===== config.mk =====
export PLATFORM = sky130hd
export DESIGN_NAME = apnl_out_flat
export DESIGN_NICKNAME = d
export VERILOG_FILES = /design/src/hdl/arc_point_normalized_lerp_defines.svh /design/src/hdl/apnl_pkg.sv /design/src/hdl/apnl_out_if.sv /design/src/hdl/apnl_out.sv /design/src/flat_wrapper.sv
export SDC_FILE = /design/constraint.sdc
export NUM_CORES = 1
export LEC_CHECK = 0
export BUFFER_PORTS_ARGS = -buffer_cell sky130_fd_sc_hd__buf_2
export CAP_MARGIN = 20
export CORE_MARGIN = 5
export CORE_UTILIZATION = 30
export DETAILED_ROUTE_END_ITERATION = 8
export GPL_TIMING_DRIVEN = 0
export PLACE_DENSITY = 0.58
export SETUP_SLACK_MARGIN = 0.15
export SLEW_MARGIN = 20
export SYNTH_ARGS = -nofsm -noshare
export SYNTH_HDL_FRONTEND = slang
export SYNTH_SLANG_ARGS = --single-unit

===== constraint.sdc =====
create_clock -name clk -period 7.5 [get_ports clk]
set_clock_uncertainty 0.05 [all_clocks]
set_input_delay 1.875 -clock clk [delete_from_list [all_inputs] [get_ports clk]]
set_output_delay 1.875 -clock clk [all_outputs]
set_load 0.01 [all_outputs]

===== src/hdl/arc_point_normalized_lerp_defines.svh =====
// Assertion macros shared by the arc point block.
`ifndef ARC_POINT_NORMALIZED_LERP_DEFINES_SVH
`define ARC_POINT_NORMALIZED_LERP_DEFINES_SVH

// Same-cycle implication, clocked on clk, off during rst.
`define APNL_ASSERT_SAME(name, ante, cons, msg) \
  name: assert property (@(posedge clk) disable iff (rst) (ante) |-> (cons)) \
    else $error(msg);

// Next-cycle implication, clocked on clk, off during rst.
`define APNL_ASSERT_NEXT(name, ante, cons, msg) \
  name: assert property (@(posedge clk) disable iff (rst) (ante) |=> (cons)) \
    else $error(msg);

`endif


===== src/hdl/apnl_pkg.sv =====
package apnl_pkg;

  localparam int COORD_W      = 20;
  localparam int IDX_W        = 10;
  localparam int CFG_IDX_W    = 3;
  localparam int STAT_W       = 2;
  localparam int KIND_W       = 3;
  localparam int NCOORD       = 3;
  localparam int PROD_W       = 31;
  localparam int VEC_W        = 32;
  localparam int MAG_W        = 30;
  localparam int MSQ_W        = 60;
  localparam int LEN_W        = 62;
  localparam int RM_W         = 50;
  localparam int HALF_W       = 25;
  localparam int HSQ_W        = 50;
  localparam int T_W          = 100;
  localparam int Q_W          = 20;
  localparam int QL_W         = 82;
  localparam int ACC_W        = 103;
  localparam int FRONT_STAGES = 5;

  localparam logic [STAT_W-1:0] STAT_OK    = 2'd0;
  localparam logic [STAT_W-1:0] STAT_DEGEN = 2'd1;
  localparam logic [STAT_W-1:0] STAT_RANGE = 2'd2;

  localparam logic [KIND_W-1:0] KIND_ARC   = 3'd0;
  localparam logic [KIND_W-1:0] KIND_START = 3'd1;
  localparam logic [KIND_W-1:0] KIND_END   = 3'd2;
  localparam logic [KIND_W-1:0] KIND_RANGE = 3'd3;
  localparam logic [KIND_W-1:0] KIND_DEGEN = 3'd4;

  localparam logic [CFG_IDX_W-1:0] CFG_START_X = 3'd0;
  localparam logic [CFG_IDX_W-1:0] CFG_START_Y = 3'd1;
  localparam logic [CFG_IDX_W-1:0] CFG_START_Z = 3'd2;
  localparam logic [CFG_IDX_W-1:0] CFG_END_X   = 3'd3;
  localparam logic [CFG_IDX_W-1:0] CFG_END_Y   = 3'd4;
  localparam logic [CFG_IDX_W-1:0] CFG_END_Z   = 3'd5;
  localparam logic [CFG_IDX_W-1:0] CFG_RADIUS  = 3'd6;
  localparam logic [CFG_IDX_W-1:0] CFG_SEGS    = 3'd7;

  localparam logic [IDX_W-1:0]   SEG_RESET     = 10'd100;
  localparam logic [Q_W-1:0]     POS_MAG_MAX   = 20'h7FFFF;
  localparam logic [Q_W-1:0]     NEG_MAG_MAX   = 20'h80000;

  typedef struct packed {
    logic [NCOORD-1:0][COORD_W-1:0] start_pt;
    logic [NCOORD-1:0][COORD_W-1:0] end_pt;
    logic [COORD_W-1:0]             radius;
    logic [IDX_W-1:0]               segment_count;
  } cfg_t;

  typedef struct packed {
    logic [KIND_W-1:0] kind;
    logic              is_final;
    logic [NCOORD-1:0] neg;
  } ctl_t;

  typedef logic [NCOORD-1:0][T_W-1:0] tvec_t;
  typedef logic [NCOORD-1:0][Q_W-1:0] qvec_t;

endpackage


===== src/hdl/apnl_out_if.sv =====
interface apnl_out_if import apnl_pkg::*; ();
  logic                      valid;
  logic                      ready;
  logic signed [COORD_W-1:0] point_x;
  logic signed [COORD_W-1:0] point_y;
  logic signed [COORD_W-1:0] point_z;
  logic [STAT_W-1:0]         point_status;
  logic                      is_final;

  modport source (output valid, point_x, point_y, point_z, point_status, is_final,
                  input ready);
  modport sink (input valid, point_x, point_y, point_z, point_status, is_final,
                output ready);
endinterface


===== src/hdl/apnl_out.sv =====
module apnl_out import apnl_pkg::*; (
  input  logic        clk,
  input  logic        rst,
  input  cfg_t        cfg,
  input  logic        in_valid,
  output logic        in_ready,
  input  ctl_t        in_ctl,
  input  qvec_t       in_q,
  apnl_out_if.source  point
);

  logic [NCOORD-1:0][COORD_W-1:0] pt;
  logic [STAT_W-1:0]              st;

  always_comb begin
    logic [Q_W-1:0] mag;
    mag = '0;
    pt  = '0;
    st  = STAT_OK;
    case (in_ctl.kind)
      KIND_ARC: begin
        for (int c = 0; c < NCOORD; c++) begin
          if (in_ctl.neg[c]) begin
            mag   = (in_q[c] > NEG_MAG_MAX) ? NEG_MAG_MAX : in_q[c];
            pt[c] = COORD_W'('0 - mag);
          end else begin
            pt[c] = (in_q[c] > POS_MAG_MAX) ? POS_MAG_MAX : in_q[c];
          end
        end
      end
      KIND_START: pt = cfg.start_pt;
      KIND_END:   pt = cfg.end_pt;
      KIND_RANGE: st = STAT_RANGE;
      KIND_DEGEN: st = STAT_DEGEN;
      default:    st = STAT_OK;
    endcase
  end

  logic                           ov;
  logic                           en;
  logic [NCOORD-1:0][COORD_W-1:0] pt_r;
  logic [STAT_W-1:0]              st_r;
  logic                           fin_r;

  assign en       = !ov || point.ready;
  assign in_ready = en;

  always_ff @(posedge clk) begin
    if (rst) begin
      ov <= 1'b0;
    end else if (en) begin
      ov <= in_valid;
    end
  end

  always_ff @(posedge clk) begin
    if (en) begin
      pt_r  <= pt;
      st_r  <= st;
      fin_r <= in_ctl.is_final;
    end
  end

  assign point.valid        = ov;
  assign point.point_x      = $signed(pt_r[0]);
  assign point.point_y      = $signed(pt_r[1]);
  assign point.point_z      = $signed(pt_r[2]);
  assign point.point_status = st_r;
  assign point.is_final     = fin_r;

endmodule


===== src/flat_wrapper.sv =====
// flat-port wrapper written by rule: the top's interface ports become plain ports
module apnl_out_flat import apnl_pkg::*;
  (clk, rst, cfg, in_valid, in_ready, in_ctl, in_q, point_valid, point_point_x, point_point_y, point_point_z, point_point_status, point_is_final, point_ready);
  apnl_out_if point_i ();
  input  logic clk;
  input  logic rst;
  input  cfg_t cfg;
  input  logic in_valid;
  output logic in_ready;
  input  ctl_t in_ctl;
  input  qvec_t in_q;
  output wire logic [$bits(point_i.valid)-1:0] point_valid;
  output wire logic [$bits(point_i.point_x)-1:0] point_point_x;
  output wire logic [$bits(point_i.point_y)-1:0] point_point_y;
  output wire logic [$bits(point_i.point_z)-1:0] point_point_z;
  output wire logic [$bits(point_i.point_status)-1:0] point_point_status;
  output wire logic [$bits(point_i.is_final)-1:0] point_is_final;
  input wire logic [$bits(point_i.ready)-1:0] point_ready;
  assign point_valid = point_i.valid;
  assign point_point_x = point_i.point_x;
  assign point_point_y = point_i.point_y;
  assign point_point_z = point_i.point_z;
  assign point_point_status = point_i.point_status;
  assign point_is_final = point_i.is_final;
  assign point_i.ready = point_ready;
  apnl_out u_core (.clk(clk), .rst(rst), .cfg(cfg), .in_valid(in_valid), .in_ready(in_ready), .in_ctl(in_ctl), .in_q(in_q), .point(point_i));
endmodule

---- Word-level counts from Yosys, hierarchy flattened ----
Cells that the tools add are included.
storage, ports and cells
  flip-flop bits (word level) ............. 64
  bits of input ports ..................... 221
  output and inout port bits .............. 65
  word-level logic and storage cells ...... 33
cells by class
  add/sub/neg operators ................... 3
  $lt $le $gt $ge ......................... 6
  eq/ne operators ......................... 4
  multiplexer cells ....................... 11
  reductions and logical operators ........ 3
operators with widths
  kind                                                                                count
  20-bit two-way mux                                                                  9
  60-bit case mux with 3 select lines                                                 1
  20-bit by 19-bit greater-than comparator with 1-bit output (second input constant)  3
  20-bit greater-than comparator (second input constant)                              3
  1-bit by 20-bit subtractor with 20-bit output (first input constant)                3
  3-bit by 2-bit == test with 1-bit output (second input constant)                    2
  2-bit case mux with 2 select lines                                                  1
  3-bit by 1-bit == test with 1-bit output (second input constant)                    1
  3-bit == test (second input constant)                                               1
  3-bit logical NOT                                                                   1
  1-bit logical NOT                                                                   1
  1-bit logical OR                                                                    1

---- Logic depth before layout (Yosys ltp) ----
Gate-level depths: netlist of the first run.
  depth after elaboration ................. 5
  mapped depth ............................ 14
  mapped depth without buffers ............ 11

---- Least setup slack after synthesis of the first run ----
No wires, ideal clock.
  kind .................................... input to output
  from .................................... input port point_ready
  to ...................................... output port in_ready
  data arrival time ....................... 3.511 ns
  required time ........................... 5.575 ns
  slack ................................... 2.064 ns
  stages on the path ...................... 1
  path buffers ............................ 0
  cell sequence ........................... nand2b_1
between the ends
  longest elaborated chain between the ends .. 1
RTL lines
  element           line                text
  from (decl)       flat_wrapper.sv:18  input wire logic [$bits(point_i.ready)-1:0] point_ready;
  1-bit logical OR  apnl_out.sv:45      assign en = !ov || point.ready;
  to (decl)         flat_wrapper.sv:9   output logic in_ready;
No other way between the ends.

==> results of run 1 <==
## worst min path at each step
stage	from	end	slack (ps)
after floorplan	rst	u_core.point.valid$_SDFFE_PP0P_	1890
after global placement	rst	u_core.point.valid$_SDFFE_PP0P_	1990
after detailed placement	u_core.point.valid$_SDFFE_PP0P_	u_core.point.is_final$_DFFE_PP_	880
after CTS	u_core.point.valid$_SDFFE_PP0P_	u_core.point.is_final$_DFFE_PP_	890
after global routing	u_core.point.valid$_SDFFE_PP0P_	u_core.point.is_final$_DFFE_PP_	900
final	u_core.point.valid$_SDFFE_PP0P_	u_core.point.is_final$_DFFE_PP_	850
## flip-flops by register name, summed over array words and instances (netlist names)
register                   flops
u_core.point.point_y          20
u_core.point.is_final          1
u_core.point.point_x          20
u_core.point.valid             1
u_core.point.point_status      2
u_core.point.point_z          20
## layer usage
metal	track usage (%)	up-vias	share of wire, %
met5	0	-	0.084
met4	7.27	4	2.0
met3	4.40	38	8.7
met2	38.8	340	48
met1	30.2	3106	42
li1	-	3097	-
## cell usage after synthesis, drive strengths merged, types with 5 or more instances
cell type   n
nor2       71
o21ai      66
nand4       9
a31oi      10
nand3      14
xor2        6
inv        14
a22oi      30
nand2      46
a221oi      9
xnor2       5
a211oi     13
or4         6
nor4        9
edfxtp     63
buf        10
nand2b      8
mux2i       7
a221o       8
or3        12
nor2b      10
nor3       40
o22ai       7
clkbuf     46
a21oi      57
o31ai      11
o211ai      8
## critical path, cell delays in order
cell and delay (ps):
buf_2 150, nor3_2 530, nand4_2 340, o21ai_1 340, buf_2 290, nand2_1 130, ha_1 200, nor2b_1 160
and4b_1 280, a311oi_1 350, nor2_1 150, mux2_1 340, o22ai_1 140
## layout make-up
cell class | count | area (um2) | share of cell area (%)
Multi-Input combinational cell | 525 | 3240 | 44.5
Sequential cell | 64 | 1910 | 26.3
Timing Repair Buffer | 250 | 1270 | 17.4
Tap cell | 229 | 287 | 3.93
Clock buffer | 11 | 233 | 3.20
Buffer | 56 | 218 | 2.99
Clock inverter | 4 | 70.1 | 0.962
Inverter | 14 | 52.6 | 0.722
Antenna cell | 1 | 2.50 | 0.0344
## kinds of logic after synthesis
kind of cell	count (synthesis)	share of synthesized area (%)
AND/OR/NAND/NOR	239	23.0
adder cells (fa/ha/maj)	3	0.694
AO/OA/AOI/OAI	264	32.6
buffers and inverters	70	5.00
flip-flops	64	35.3
multiplexers	8	1.50
XOR/XNOR	11	1.78
## metrics by stage
stage                     setup slack [ps]  std cells  area (um2)  utilization [%]  hold WS, ps
after CTS                             2460       1153        7280             40.8          893
after floorplan                       2060        659        5410                -         1890
final                                 2320       1154        7280             40.8          854
after global placement                 700       1136        6940             38.9         1990
after global routing                  2160       1154        7280             40.8          900
after detailed placement              2110       1138        6980             39.1          881
## power by group through the flow
stage | Clock [mW] | Sequential (mW) | Combinational (mW)
2_1_floorplan | 0 | 0.469 | 0.131
5_1_grt | 0.469 | 0.444 | 0.339
3_3_place_gp | 0 | 0.449 | 0.307
4_1_cts | 0.456 | 0.442 | 0.310
6_report | 0.447 | 0.441 | 0.311
3_5_place_dp | 0 | 0.448 | 0.309
==> run metrics, run 1 <==
Core Rows=49; Async S/R FF share, synth=0%; reg-to-reg critical path endpoint=u_core.point.point_y[16]$_DFFE_PP_; first-pass GRT wire length=36,500 um; I/O Buffers=between 200 and 250; GRT overflow=0; Via density=roughly 5.7; initial DRC count=around 520; clk_lat worst skew=approximately 330 ps; post-synthesis sequential area ratio=a little over a third; internal power=~0.84 mW; f_max=193 MHz; hold buffers post-CTS=0; synthesized area per cell=approximately 8 um2; post-CTS setup buffer count=0; Avg WL per Cell=21.7 um; status=complete, no violations; Final nets=1,144; post-synth cell types=75; DRC viols=0; minimum clock period=5180 ps; count of state elements after synthesis=between 60 and 70; Clock power frac=between 30% and 40%; CP Capture Type=flip-flop; Flop pwr share=36.8%; Mapped Cells=659; largest area contributor in the netlist=edfxtp_1; starting density of the core=between 30% and 40%; NetSw=~0.36 mW; share of cells above drive strength 1=between 30% and 40%; Setup TNS=0 ps; Die Footprint=around 0.021 mm2; Primary FF master, synth=edfxtp_1; commonest non-fill, non-tap cell in the layout=buf_2; MaxCap Viol Count=0; top-area cell type share of the netlist area=35.0%; dpl hpwl=slightly below 20,000 um; vias in the first global route=roughly 6.3k; # clock sinks=64; post-cts sizing count=0; Max-slew headroom=between 30% and 40%; Post-synth EDFFs=63; Worst R2R Path Depth=2; GRT Total Usage=about 23%; Clock Path Buffers=2; # fillers=roughly 1.9k; crit path max fanout=10; DR pass1 iterations=6; core box area=0.0178 mm2; r2r startpoint=u_core.point.valid$_SDFFE_PP0P_; HP Class=reg2reg; Die Wd=between 100 and 150 um; Net Sw Frac=~30%; Layout area overhead=34.6%; Reg2Reg Setup Slack=~6000 ps; Die Ht=between 100 and 150 um; H-tree depth=3; PnR Total Power=1.20 mW; Pins Over Slew Limit=0; commonest cells after routing, fill and taps aside=buf_2, nor2_1, edfxtp_1; WL final=25,100 um; routability cong.=0.999; YS warnings=0; end of the critical path=u_core.point.point_x[18]$_DFFE_PP_; Clk pin slew, worst setup/hold paths=~60 ps; Hold Vio Cnt, Final=0; area of the mapped netlist=0.00541 mm2; Cell Pwr Density=around 160 mW/mm2; I/O pin count=286; Worst Path Arrival=between 5000 and 6000 ps; vias=6,585; Max rail drop VDD=0.106 mV; RSZ-0062 raised after global routing=no; top post-synthesis cells by area=edfxtp_1, a21oi_1, nor2_1, o21ai_0, a22oi_1; Logic pwr share=between 20% and 30%; syn nets=slightly below 900; Worst-Margin Slew=a little over 1000 ps; crit path from=in_q[2]; CTS tree=built; post-route ant nets=0; final period utilization=between 60% and 70%; root buf cell=clkbuf_16; initial antenna violation count=3; Pleak=~3 nW; Worst Path Class, Setup=in2reg; total CTS buffers=9; Setup Viol. Count Final=0; Hold Path Stages=1; Required @ worst endpoint=around 7600 ps; startpoint types=input pin; pin count of the biggest net entering global routing=39
(Power assumes the default switching activity.)
==> inputs of run 2 (changes only) <==
PLACE_DENSITY = 0.6   (was 0.58)
clock period = 4.7 ns   (was 7.5 ns; I/O delays follow)
==> run 2 against run 1 <==
Effect of this change:
- global-route usage up 0.11 points
- critical path depth unchanged
- via count grew 0.74%
- total power up 61%
- worst hold slack got worse by 38 ps
- combinational power increased by 60%
- sequential cell count did not move
- clock power up 62%
- largest cell class unchanged
==> run metrics, run 2 (synthesis gave the netlist of run 1 again) <==
RSZ-0062 raised after global routing=no; post-route cell area=0.00733 mm2 (+0.69%); vias in the first global route=6,468 (+2.7%); Hold Vio Cnt, Final=0 (unchanged); CTS tree=built; CP Cell Sequence=buf_2 > nor3_4 > nand4_2 > o21ai_2 > buf_2 > nand2_1 > ha_1 > nor2b_1 > and4b_1 > a311oi_1 > nor2_1 > mux2_1 > o22ai_1; Max-slew headroom=24.3% (-6.4 points); H-tree depth=3 (unchanged); met3 WL=2680 um (+24%); Die Wd=144 um (unchanged); Layout area overhead=35.6%; Die Ht=144 um (unchanged); GRT Total Usage=23.2% (+0.11 points); commonest non-fill, non-tap cell in the layout=buf_2; HP Class=reg2reg; vias=6,634 (+0.74%); DRC viols=0 (unchanged); initial DRC count=625 (+20%); Pins Over Slew Limit=0 (unchanged); commonest cells after routing, fill and taps aside=buf_2, nor2_1, edfxtp_1; Slowest-stage cell, CP=nor3_4; crit path max fanout=10 (unchanged); hold buffers post-CTS=0 (unchanged); Clk pin slew, worst setup/hold paths=60 ps (about the same); MaxCap Viol Count=0 (unchanged); minimum clock period=4260 ps; I/O pin count=286 (unchanged); pin count of the biggest net entering global routing=38 (-2.6%); total CTS buffers=9 (unchanged); initial antenna violation count=4 (+1); Die Footprint=0.0208 mm2 (unchanged); Setup TNS=0 ps (unchanged); routability cong.=0.972 (-2.7%); starting density of the core=30.3% (unchanged); NetSw=0.586 mW (+63%); # fillers=1,886 (-2.7%); Cell Pwr Density=263 mW/mm2 (+60%); Required @ worst endpoint=4830 ps (-2790 ps); internal power=1.34 mW (+60%); Via density=5.72 (+0.22%); Reg2Reg Setup Slack=3330 ps (-2800 ps); core box area=0.0178 mm2 (unchanged); Core Rows=49 (unchanged); Flop pwr share=36.5% (-0.3 points); WL final=25,300 um (+0.83%); WL met1=9990 um (-4.3%); Setup Viol. Count Final=0 (unchanged); Worst Path Class, Setup=in2reg; final period utilization=90.6%; Worst-Margin Slew=1130 ps (+94.9 ps); Clock power frac=37.6% (+0.3 points); Clock Path Buffers=2 (unchanged); Net Sw Frac=30.4% (+0.34 points); Final nets=1,147 (+0.26%); f_max=~230 MHz; Pleak=3.03 nW (+0.66%); post-route ant nets=0 (unchanged); # clock sinks=64 (unchanged); dpl hpwl=19,700 um (+0.15%); first-pass GRT wire length=36,600 um (about the same); root buf cell=clkbuf_16; met2 wire len=12,100 um (+1.3%); status=complete, no violations; max incr delay on CP=380 ps (-150 ps); CP Capture Type=flip-flop; I/O Buffers=248 (unchanged); PnR Total Power=1.93 mW (+61%); Max rail drop VDD=0.168 mV (+58%); DR pass1 iterations=5 (-1); Crit path top cell by count=buf_2; placed cell area=0.00698 mm2 (about the same); share of cells above drive strength 1=31.9% (+0.29 points); clk_lat worst skew=340 ps (about the same); startpoint types=input pin; GRT overflow=0 (unchanged); uppermost layer routed=met5; Logic pwr share=25.9% (about the same); Worst Path Arrival=4390 ps (-910 ps); Avg WL per Cell=21.8 um (+0.31%)
## run 2: worst paths after layout
path	cells after the start	end	start
worst min-delay path	2	u_core.point.valid$_SDFFE_PP0P_	u_core.point.valid$_SDFFE_PP0P_
worst min register to register	2	u_core.point.valid$_SDFFE_PP0P_	u_core.point.valid$_SDFFE_PP0P_
worst max register to register	2	u_core.point.point_x[19]$_DFFE_PP_	u_core.point.valid$_SDFFE_PP0P_
worst max-delay path	13	u_core.point.point_x[18]$_DFFE_PP_	in_q[2]
## run 2: layout make-up
type / instances / area, um2 / share of cell area (%)
clock buffers: 12 / 236 / 3.23
flip-flops and latches: 64 / 1910 / 26.1
well taps: 229 / 287 / 3.91
clock inverters: 4 / 68.8 / 0.939
diodes: 3 / 7.51 / 0.102
plain buffers: 56 / 218 / 2.97
repair buffers: 253 / 1290 / 17.7
inverters: 14 / 52.6 / 0.717
multi-input cells: 525 / 3260 / 44.4
## run 2: layer usage
| layer | up-vias | global-route usage [%] |
|---|---|---|
| li1 | 3113 | - |
| met1 | 3107 | 29.6 |
| met2 | 374 | 38.5 |
| met3 | 36 | 5.79 |
| met4 | 4 | 8.10 |
| met5 | - | 0 |
## run 2: power groups by stage
stage / clock network (mW) / registers, mW / logic (mW)
3_3_place_gp: 0 / 0.718 / 0.488
5_1_grt: 0.766 / 0.709 / 0.541
4_1_cts: 0.738 / 0.705 / 0.493
3_5_place_dp: 0 / 0.716 / 0.492
6_report: 0.726 / 0.705 / 0.499
2_1_floorplan: 0 / 0.748 / 0.209
## run 2: timing repair
item / CTS / global route
setup buffers: 0 / 3
endpoints found under the setup margin: 0 / 2
resized for setup: 0 / 3
## run 2: worst max-delay path: cells and delay by family
family	cells	cell delay, ps
AOI/OAI and AO/OA	3	790
muxes	1	330
and+or+nand+nor	6	1430
buffers and inverters	2	440
adders and majority gates	1	210
## run 2: stage by stage
step                      hold WS (ps)  util [%]  cells  setup WS, ps
after CTS                          865      40.8   1154           320
after global placement            1290      38.9   1136          -711
final                              817      41.1   1160           440
after global routing               890      41.1   1159           247
after floorplan                   1190         -    659           664
after detailed placement           856      39.1   1138         -55.9
